--- config.mk ---
export PLATFORM = sky130hd
export DESIGN_NAME = emi_decode
export DESIGN_NICKNAME = d
export VERILOG_FILES = /design/src/design/emi_pkg.sv /design/src/design/emi_decode.sv
export SDC_FILE = /design/constraint.sdc
export NUM_CORES = 1
export LEC_CHECK = 0
export ABC_AREA = 1
export BUFFER_PORTS_ARGS = -buffer_cell sky130_fd_sc_hd__buf_2
export CAP_MARGIN = 25
export CORE_MARGIN = 2
export CORE_UTILIZATION = 42
export DETAILED_ROUTE_END_ITERATION = 16
export PLACE_DENSITY = 0.81
export SLEW_MARGIN = 20
export SYNTH_ARGS = -nofsm -noshare
export SYNTH_HDL_FRONTEND = slang
export SYNTH_SLANG_ARGS = --single-unit
--- constraint.sdc ---
create_clock -name vclk -period 2.6
set_input_delay 0.52 -clock vclk [all_inputs]
set_output_delay 0.52 -clock vclk [all_outputs]
set_load 0.005 [all_outputs]
--- src/design/emi_pkg.sv ---
// ----------------------------------------------------------------------------
// emi_pkg
// Shared types, register codes and constants of the EEPROM mailbox window.
// ----------------------------------------------------------------------------
`default_nettype none

package emi_pkg;

    localparam int BANK_COUNT_DEF     = 8;
    localparam int BYTES_PER_BANK_DEF = 256;

    localparam logic [7:0] OPC_SET_BANK = 8'h42;
    localparam logic [7:0] OPC_READ     = 8'h4E;
    localparam logic [7:0] OPC_WRITE    = 8'h4D;

    localparam int CTL_PROCESSING_BIT = 0;
    localparam int CTL_START_BIT      = 1;

    localparam logic [7:0] ERASED = 8'hFF;

    localparam logic [15:0] RST_WINDOW_BASE = 16'hFD60;
    localparam logic [2:0]  RST_HIGH_OFFSET = 3'd1;
    localparam logic [2:0]  RST_LOW_OFFSET  = 3'd2;
    localparam logic [2:0]  RST_DATA_OFFSET = 3'd3;
    localparam logic [15:0] RST_CTL_ADDR    = 16'hF982;
    localparam logic [15:0] RST_OPC_ADDR    = 16'hF98C;
    localparam logic [15:0] RST_PARAM_ADDR  = 16'hF98D;
    localparam logic [15:0] RST_RET_ADDR    = 16'hF983;

    typedef enum logic [2:0] {
        REG_WINDOW_BASE = 3'd0,
        REG_HIGH_OFFSET = 3'd1,
        REG_LOW_OFFSET  = 3'd2,
        REG_DATA_OFFSET = 3'd3,
        REG_CTL_ADDR    = 3'd4,
        REG_OPC_ADDR    = 3'd5,
        REG_PARAM_ADDR  = 3'd6,
        REG_RET_ADDR    = 3'd7
    } t_cfg_idx;

    typedef enum logic [1:0] {
        PORT_NONE = 2'd0,
        PORT_HIGH = 2'd1,
        PORT_LOW  = 2'd2,
        PORT_DATA = 2'd3
    } t_port_sel;

    typedef struct packed {
        logic [15:0] window_base;
        logic [2:0]  high_offset;
        logic [2:0]  low_offset;
        logic [2:0]  data_offset;
        logic [15:0] ctl_addr;
        logic [15:0] opc_addr;
        logic [15:0] param_addr;
        logic [15:0] ret_addr;
    } t_cfg;

    typedef struct packed {
        logic      valid;
        logic      is_read;
        t_port_sel port;
        logic [7:0] wdata;
    } t_access;

    typedef struct packed {
        logic [7:0] rdata;
        logic       done;
    } t_mbx_resp;

    typedef logic [7:0] t_byte_lut [256];

    // Byte offset inside a bank, built at elaboration by repeated subtraction.
    function automatic t_byte_lut build_offset_lut(int bank_bytes);
        t_byte_lut lut;
        int        rem;
        for (int i = 0; i < 256; i++) begin
            rem = i;
            for (int k = 0; k < 16; k++) begin
                if (rem >= bank_bytes) begin
                    rem = rem - bank_bytes;
                end
            end
            lut[i] = 8'(rem);
        end
        return lut;
    endfunction

endpackage

`default_nettype wire

--- src/design/emi_decode.sv ---
// ----------------------------------------------------------------------------
// emi_decode
// Window port decode: high index, low index or data port, in that priority.
// ----------------------------------------------------------------------------
`default_nettype none

module emi_decode (
    input  wire emi_pkg::t_cfg      i_cfg,
    input  wire logic [15:0]        i_io_port,
    output      emi_pkg::t_port_sel o_port
);

    logic [15:0] high_port;
    logic [15:0] low_port;
    logic [15:0] data_port;

    assign high_port = i_cfg.window_base + 16'(i_cfg.high_offset);
    assign low_port  = i_cfg.window_base + 16'(i_cfg.low_offset);
    assign data_port = i_cfg.window_base + 16'(i_cfg.data_offset);

    always_comb begin
        if (i_io_port == high_port) begin
            o_port = emi_pkg::PORT_HIGH;
        end else if (i_io_port == low_port) begin
            o_port = emi_pkg::PORT_LOW;
        end else if (i_io_port == data_port) begin
            o_port = emi_pkg::PORT_DATA;
        end else begin
            o_port = emi_pkg::PORT_NONE;
        end
    end

endmodule

`default_nettype wire

==> results of run 1 <==
## cell families (layout without fill, tap and decap cells)
group,after synthesis,count (layout)
AO/OA/AOI/OAI,12,12
buffers and inverters,64,126
XOR/XNOR,20,20
AND/OR/NAND/NOR,250,250
adder cells (fa/ha/maj),12,12
## path summary, 6_finish.rpt
check | startpoint | to | slack [ps]
worst min-delay path | i_io_port[14] | o_port[0] | 1620
worst max-delay path | i_cfg[70] | o_port[1] | -290
## power groups by stage
stage	clock network (uW)	registers, uW	logic, uW
3_5_place_dp	0	0	367
4_1_cts	0	0	396
3_3_place_gp	0	0	356
6_report	0	0	411
2_1_floorplan	0	0	236
5_1_grt	0	0	460
## what timing repair did
action	in CTS	in global routing
endpoints found under the setup margin	2	2
setup buffers	0	2
cloned	0	0
gates resized for setup	39	5
pin swaps	19	7
## area by class of cell
type | count | area share (%)
Inverter | 62 | 9.97
Multi-Input combinational cell | 294 | 70.5
Tap cell | 50 | 2.68
Timing Repair Buffer | 64 | 16.9
## per-stage QoR
stage,area [um^2],cells
floorplan,1770,358
finish,2330,470
global placement,2170,468
global route,2330,470
CTS,2300,468
detailed placement,2170,468
## metal layers
layer | GRT usage, % | up-vias | wire, um | share of wire (%)
li1 | - | 1225 | - | -
met1 | 30.6 | 1017 | 2260 | 43
met2 | 43.0 | 82 | 2550 | 48
met3 | 1.62 | 11 | 379 | 7.2
met4 | 5.64 | 0 | 106 | 2.0
met5 | 0 | - | 0 | 0
## cell usage in the layout (no fill, tap or decap), types with 3 or more instances in the layout
cell,n
xnor2_1,9
nand3_1,38
inv_2,10
ha_1,6
ha_4,3
fa_2,3
nand3_2,3
a21oi_1,3
nor2_2,6
xor2_1,10
buf_4,21
nand2_4,4
nor2_1,32
o21ai_1,3
nand2_2,8
nor2_4,7
inv_1,51
nand4_1,8
nand2_1,137
nand3b_1,4
buf_2,41
o21ai_0,5
==> impl_metrics.py, run 1 <==
metrics = {
    "global_route": {
        "grt_pass1_wl_um": 8830,
        "grt_pass1_vias": 2117,
        "grt_usage_pct": 23.8,
        "antenna_found_initial": 0,
        "grt_max_degree": 13,
        "grt_overflow": 0,
    },
    "synth": {
        "synthCells": 358,
        "synth_nets": 475,
        "yosys-top-cells-area": "nand2_1 (31%), inv_1 (12%), nand3_1 (12%)",
        "synth_commonest_cells": "nand2_1 (144), inv_1 (58), nand3_1 (42)",
        "synth_fa_ha_area_share_pct": 9.75,
        "synth_area_leader_cell": "nand2_1",
        "syn_area_per_cell_um2": 4.95,
        "yosysMostFrequentCell": "nand2_1",
        "syn_area_mm2": 0.00177,
        "synth_compound_area_share_pct": 3.39,
        "synth_xor_area_share_pct": 10.7,
        "muxShareOfSynthArea_pct": 0,
        "yosys.area_share.simple_pct": 62.0,
        "yosysTopAreaCellShare_pct": 30.5,
        "seq_area_frac_synth_pct": 0,
        "yosys_warnings": 0,
        "synth_top_family_by_area": "simple AND/OR/NAND/NOR gates",
        "synth.distinct_cells": 23,
    },
    "route": {
        "dr_total_vias": 2335,
        "wl_um": 5300,
        "antenna_left": 0,
        "drc": 0,
        "detail_route.wl_per_cell_um": 11.3,
        "first_iter_violations": 143,
        "drt_pre_antenna_iters": 5,
        "routed_via_density": 4.97,
    },
    "cells_and_area": {
        "clock_buffers": 0,
        "areaGrowthSynthToFinish_pct": 31.9,
        "seq_cells": 0,
        "final_nets": 539,
        "multi_input_area_mm2": 0.00165,
        "num_antenna_cells": 0,
        "fillers": 388,
        "drive_gt1_share_pct": 26.4,
        "utilization_pct": 58.0,
        "seqCellArea_um2": 0,
    },
    "worst_setup_path": {
        "max_stage_delay_ps": 390,
        "cp_slowest_cell": "fa_2",
        "crit_path_end_kind": "output port",
        "required_ps": 2080,
        "path_depth": 17,
        "criticalPathCategory": "in -> out",
        "crit_path_max_fanout": 5,
        "worstPathBufferInverterCount": 5,
        "crit_arrival_ps": 2370,
        "critical-path-top-delay-family": "simple AND/OR/NAND/NOR gates",
        "start_kind": "primary input",
        "cp_cell_sequence": "buf_2 > ha_4 > inv_2 > fa_2 > inv_2 > nand3_4 > nand2_4 > nand2_4 > nand2_2 > o21ai_1 > nor2_1 > nand3_1 > nor2_1 > nand3_1 > nand2_1 > inv_1 > buf_2",
    },
    "floorplanning": {
        "row_count": 23,
        "die_y_um": 68.9,
        "io_pins": 107,
        "dieWidth_um": 68.9,
        "dieArea_mm2": 0.00475,
        "start_util_pct": 43.9,
        "coreArea_mm2": 0.00403,
    },
    "place": {
        "gp_congestion": 0.961,
        "dp_hpwl_um": 4390,
        "port_buffers": 43,
        "dp_slack_ps": -483,
    },
    "sta": {
        "setup_violations": 2,
        "worst_slew_pin_slew_ps": 381,
        "fmax_mhz": 346,
        "rsz0062_at_grt": "true",
        "fin_hold_ws_ps": 1620,
        "maxSlewViolCount": 0,
        "slew_headroom_pct": 74.5,
        "hold_viol_final": 0,
        "layout_setup_ws_ps": -286,
        "setup_tns_ps": -552,
        "fin_crit_ps": 2890,
        "fin_crit_sh_pct": 111,
    },
    "power": {
        "internal_power_uw": 168,
        "power_switching_uw": 242,
        "power_density_mw_per_mm2": 176,
        "p_total_uw": 411,
        "switching_share_pct": 59.0,
        "power_frac_seq_pct": 0,
        "p_comb_share_pct": 100.0,
        "p_clk_share_pct": 0,
        "ir_drop_mv": 0.0967,
        "leakage_uw": 0.00136,
    },
    "cts": {
        "hold_buffers": 0,
    },
    "worst_hold_path": {
        "whs_path_depth": 7,
        "hold_path_class": "in -> out",
    },
    "status": {
        "failed_checks": "negative setup slack",
        "status": "finished with violations",
    },
    "job": {
        "cap_viol_max_count": 0,
    },
}
No activity file was read; power rests on OpenSTA's default activity.
==> run 2: changes to the inputs <==
--- a/config.mk
+++ b/config.mk
@@ -6,12 +6,12 @@
 export NUM_CORES = 1
 export LEC_CHECK = 0
 export ABC_AREA = 1
-export BUFFER_PORTS_ARGS = -buffer_cell sky130_fd_sc_hd__buf_2
 export CAP_MARGIN = 25
 export CORE_MARGIN = 2
-export CORE_UTILIZATION = 42
+export CORE_UTILIZATION = 55
 export DETAILED_ROUTE_END_ITERATION = 16
-export PLACE_DENSITY = 0.81
+export DONT_BUFFER_PORTS = 1
+export PLACE_DENSITY = 0.73
 export SLEW_MARGIN = 20
 export SYNTH_ARGS = -nofsm -noshare
 export SYNTH_HDL_FRONTEND = slang
==> run 2 against run 1 <==
Net effect:
- the flow still finishes with violations (negative setup slack)
- flip-flop and latch count unchanged
- design area is 13% lower
- wire length is 5.0% lower
- first-iteration DRC count increased by 27%
- largest power group unchanged
- sequential share of layout area unchanged
==> impl_metrics.py, run 2 (synthesized netlist as in run 1, its figures left out) <==
metrics = {
    "status": {
        "status": "finished with violations",
        "failed_checks": "negative setup slack",
    },
    "power": {
        "leakage_uw": 0.00113,
        "ir_drop_mv": 0.104,
        "power_density_mw_per_mm2": 166,
    },
    "route": {
        "antenna_left": 0,
        "wl_um": 5030,
        "dr_total_vias": 2162,
        "drt_pre_antenna_iters": 5,
        "detail_route.wl_per_cell_um": 12.1,
        "first_iter_violations": 181,
        "drc": 0,
        "routed_via_density": 5.21,
    },
    "floorplanning": {
        "dieWidth_um": 60.7,
        "io_pins": 107,
        "dieArea_mm2": 0.00369,
        "coreArea_mm2": 0.00305,
        "die_y_um": 60.7,
        "start_util_pct": 58.0,
        "row_count": 20,
    },
    "worst_setup_path": {
        "start_kind": "primary input",
        "crit_arrival_ps": 2270,
        "criticalPathCategory": "in -> out",
        "crit_path_max_fanout": 5,
        "required_ps": 2080,
        "crit_path_end_kind": "output port",
    },
    "cells_and_area": {
        "final_common_cell": "nand2_1",
        "final_cell_mix": "nand2_1 (140), inv_1 (52), nand3_1 (38)",
        "num_antenna_cells": 0,
        "drive_gt1_share_pct": 15.4,
        "areaGrowthSynthToFinish_pct": 14.6,
        "seq_cells": 0,
        "final_nets": 490,
        "clock_buffers": 0,
        "fillers": 334,
        "utilization_pct": 66.5,
        "seqCellArea_um2": 0,
    },
    "worst_hold_path": {
        "holdPathEnd": "o_port[0]",
        "hp-start": "i_io_port[10]",
        "hold_path_class": "in -> out",
        "whs_path_depth": 5,
    },
    "sta": {
        "fin_hold_ws_ps": 1360,
        "worst_slew_pin_slew_ps": 411,
        "setup_tns_ps": -339,
        "hold_viol_final": 0,
        "maxSlewViolCount": 0,
        "rsz0062_at_grt": "true",
        "fmax_mhz": 359,
        "layout_setup_ws_ps": -187,
        "fin_crit_sh_pct": 107,
        "fin_crit_ps": 2790,
        "slew_headroom_pct": 72.4,
        "setup_violations": 2,
    },
    "global_route": {
        "grt_pass1_vias": 1925,
        "grt_pass1_wl_um": 8110,
        "grt_overflow": 0,
        "antenna_found_initial": 0,
        "grt_max_degree": 13,
        "grt_usage_pct": 28.7,
    },
    "cts": {
        "hold_buffers": 0,
    },
    "place": {
        "gp_congestion": 0.893,
        "dp_slack_ps": -290,
        "dp_hpwl_um": 4110,
        "port_buffers": 0,
    },
    "job": {
        "cap_viol_max_count": 0,
    },
}
## run 2: cell types whose count changed in the layout (fill, tap and decap cells not counted), sizes merged
cell      change
nand2         +1
buf          -50
inv           -1
clkinvlp      +1
## run 2: layout make-up
class,instances,area [um^2],area share [%]
multi-input cells,295,1630,80.5
inverters,62,236,11.7
repair buffers,14,105,5.18
well taps,44,55.1,2.71
## run 2: worst max path at each step
stage | cells past startpoint | endpoint | from
floorplan | 18 | o_port[1] | i_cfg[64]
global route | 14 | o_port[0] | i_cfg[64]
detailed placement | 15 | o_port[1] | i_cfg[70]
CTS | 15 | o_port[1] | i_cfg[70]
finish | 15 | o_port[1] | i_cfg[70]
global placement | 15 | o_port[1] | i_cfg[70]
## run 2: critical path, stage by stage
cell and delay, ps:
ha_2 170, inv_1 50, fa_2 350, inv_2 100, nand3_4 80, nand2_4 110, nand2_2 70, nand2_1 100
o21ai_0 100, nor2_1 150, nand3_1 110, nor2_1 130, nand3_1 90, nand2_1 90, inv_2 40
## run 2: power by group
group	internal, uW	leakage (uW)	switching [uW]	total (uW)
Clock	0	0	0	0
Combinational	137	0.00113	201	338
Sequential	0	0	0	0
Total	137	0.00113	201	338
## run 2: metrics by stage
| step | cells | instance area, um^2 | total power [uW] |
|---|---|---|---|
| after global placement | 411 | 1890 | 295 |
| final | 415 | 2030 | 338 |
| after detailed placement | 411 | 1890 | 301 |
| after CTS | 415 | 2020 | 329 |
| after floorplan | 358 | 1770 | 236 |
| after global routing | 415 | 2030 | 382 |
## run 2: timing repair
item | CTS | global route
pin swaps | 18 | 6
setup endpoints to repair | 2 | 2
gates cloned | 1 | 0
hold endpoints to repair | 0 | 0
resized for setup | 27 | 5
buffers inserted | 3 | 0
## run 2: layer usage
metal | global-route usage [%] | vias to the layer above | wire length (um)
met2 | 45.8 | 84 | 2200
li1 | - | 1126 | -
met1 | 42.5 | 946 | 2310
met3 | 4.69 | 6 | 486
met4 | 1.86 | 0 | 38
met5 | 0 | - | 0
==> run 3: changes to the inputs <==
--- a/config.mk
+++ b/config.mk
@@ -11,7 +11,8 @@
 export CORE_UTILIZATION = 55
 export DETAILED_ROUTE_END_ITERATION = 16
 export DONT_BUFFER_PORTS = 1
-export PLACE_DENSITY = 0.73
+export PLACE_DENSITY = 0.7
+export RECOVER_POWER = 100
 export SLEW_MARGIN = 20
 export SYNTH_ARGS = -nofsm -noshare
 export SYNTH_HDL_FRONTEND = slang
==> constraint.sdc (replaced) <==
create_clock -name vclk -period 3
set_input_delay 0.6 -clock vclk [all_inputs]
set_output_delay 0.6 -clock vclk [all_outputs]
set_load 0.005 [all_outputs]
==> run 3 against run 2 <==
Net effect:
- the run now ends clean
- design area is 0.25% lower
- via count fell by 2.1%
- flip-flop and latch count is the same
- wire length down 0.44%
- worst hold slack better by 150 ps
- setup slack improved by 310 ps
- core utilization fell by 0.16 points
- first-iteration DRC count is 8.3% lower
- combinational power fell by 15%
- highest routed layer unchanged
==> impl_metrics.py, run 3 (synthesized netlist as in run 1, its figures left out) <==
metrics = {
    "sta": {
        "setup_violations": 0,
        "hold_viol_final": 0,
        "rsz0062_at_grt": "true",
        "worst_slew_pin_slew_ps": 395,
        "slew_headroom_pct": 73.5,
        "fin_hold_ws_ps": 1520,
        "fmax_mhz": 348,
        "fin_crit_sh_pct": 95.8,
        "fin_crit_ps": 2870,
        "maxSlewViolCount": 0,
    },
    "power": {
        "p_total_uw": 288,
        "ir_drop_mv": 0.0993,
        "switching_share_pct": 60.1,
        "power_switching_uw": 173,
        "p_comb_share_pct": 100.0,
        "p_clk_share_pct": 0,
        "power_frac_seq_pct": 0,
        "internal_power_uw": 115,
        "power_density_mw_per_mm2": 142,
        "leakage_uw": 0.00112,
    },
    "place": {
        "port_buffers": 0,
        "dp_hpwl_um": 4020,
        "dpl_cell_area_mm2": 0.00187,
        "gp_congestion": 0.928,
    },
    "route": {
        "first_iter_violations": 166,
        "wl_um": 5010,
        "routed_via_density": 5.15,
        "dr_total_vias": 2116,
        "drt_pre_antenna_iters": 5,
        "drc": 0,
        "antenna_left": 0,
        "detail_route.wl_per_cell_um": 12.2,
    },
    "worst_setup_path": {
        "required_ps": 2400,
        "critical-path-top-delay-family": "simple AND/OR/NAND/NOR gates",
        "crit_path_end_kind": "output port",
        "crit_arrival_ps": 2270,
        "cp_cell_sequence": "ha_4 > inv_1 > fa_2 > inv_2 > nand3_4 > nand2_4 > nand2_2 > nand2_2 > o21ai_1 > nor2_1 > nand3_1 > nor2_1 > nand3_1 > nand2_1 > inv_2",
        "crit_path_max_fanout": 5,
        "worstPathBufferInverterCount": 3,
        "cp_slowest_cell": "fa_2",
        "start_kind": "primary input",
        "criticalPathCategory": "in -> out",
        "max_stage_delay_ps": 390,
    },
    "floorplanning": {
        "io_pins": 107,
        "start_util_pct": 58.0,
        "die_y_um": 60.7,
        "coreArea_mm2": 0.00305,
        "dieArea_mm2": 0.00369,
        "row_count": 20,
        "dieWidth_um": 60.7,
    },
    "global_route": {
        "antenna_found_initial": 0,
        "grt_overflow": 0,
        "grt_pass1_vias": 1790,
        "grt_max_degree": 13,
        "grt_pass1_wl_um": 7730,
        "grt_usage_pct": 27.4,
    },
    "cells_and_area": {
        "seqCellArea_um2": 0,
        "clock_buffers": 0,
        "final_common_cell": "nand2_1",
        "num_antenna_cells": 0,
        "seq_cells": 0,
        "final_cell_mix": "nand2_1 (138), inv_1 (53), nand3_1 (38)",
        "drive_gt1_share_pct": 15.5,
        "stdcell_area_mm2": 0.00202,
        "final_nets": 486,
        "areaGrowthSynthToFinish_pct": 14.3,
    },
    "worst_hold_path": {
        "hp-start": "i_io_port[11]",
        "holdPathEnd": "o_port[0]",
        "whs_path_depth": 6,
        "hold_path_class": "in -> out",
    },
    "job": {
        "cap_viol_max_count": 0,
    },
    "status": {
        "status": "finished clean",
    },
}
[run 3: cell count changes in the layout (fill, tap and decap cells not counted), sizes merged]
| cell | delta |
|---|---|
| buf | -4 |
| clkinvlp | -1 |
| inv | +1 |
[run 3: final cells by class]
type	instances	area (um^2)
tap	44	55.1
multi-input combinational	295	1660
fill	313	1030
inverter	62	233
timing repair buffer	10	75.1
[run 3: timing repair]
action / in CTS / in global routing
pin swaps: 2 / 21
setup endpoints to repair: 2 / 2
hold buffers: 0 / 0
resized for setup: 7 / 31
gates cloned: 1 / 0
setup buffers: 0 / 2
[run 3: how the worst max path moves through the flow]
stage          startpoint   endpoint  depth (start not counted)
4_1_cts         i_cfg[70]  o_port[1]                         15
3_3_place_gp    i_cfg[70]  o_port[1]                         15
5_1_grt         i_cfg[74]  o_port[1]                         17
2_1_floorplan   i_cfg[64]  o_port[1]                         18
3_5_place_dp    i_cfg[70]  o_port[1]                         15
6_report        i_cfg[70]  o_port[1]                         15
[run 3: worst min-delay path: cells and delay by family]
family	cells	cell delay, ps
buffers and inverters	1	30
and+or+nand+nor	5	300
[run 3: per-layer routing]
layer / global-route usage [%] / wire length, um / vias to the layer above
li1: - / - / 1117
met1: 41.9 / 2330 / 902
met2: 42.2 / 2100 / 88
met3: 3.62 / 492 / 9
met4: 2.80 / 87 / 0
met5: 0 / 0 / -
[run 3: power groups by stage]
stage                     clock (uW)  sequential (uW)  combinational, uW
after global routing               0                0                328
after global placement             0                0                252
after CTS                          0                0                262
final                              0                0                288
after floorplan                    0                0                205
after detailed placement           0                0                254
[run 3: per-stage QoR]
step	setup WS [ps]	cells	TNS (ps)	util [%]
after global routing	-79.2	411	-154	66.3
after detailed placement	-72.1	408	-118	61.1
after CTS	3.26	409	0	62.2
final	127	411	0	66.3
after global placement	-64.8	408	-106	61.1
after floorplan	256	358	0	-
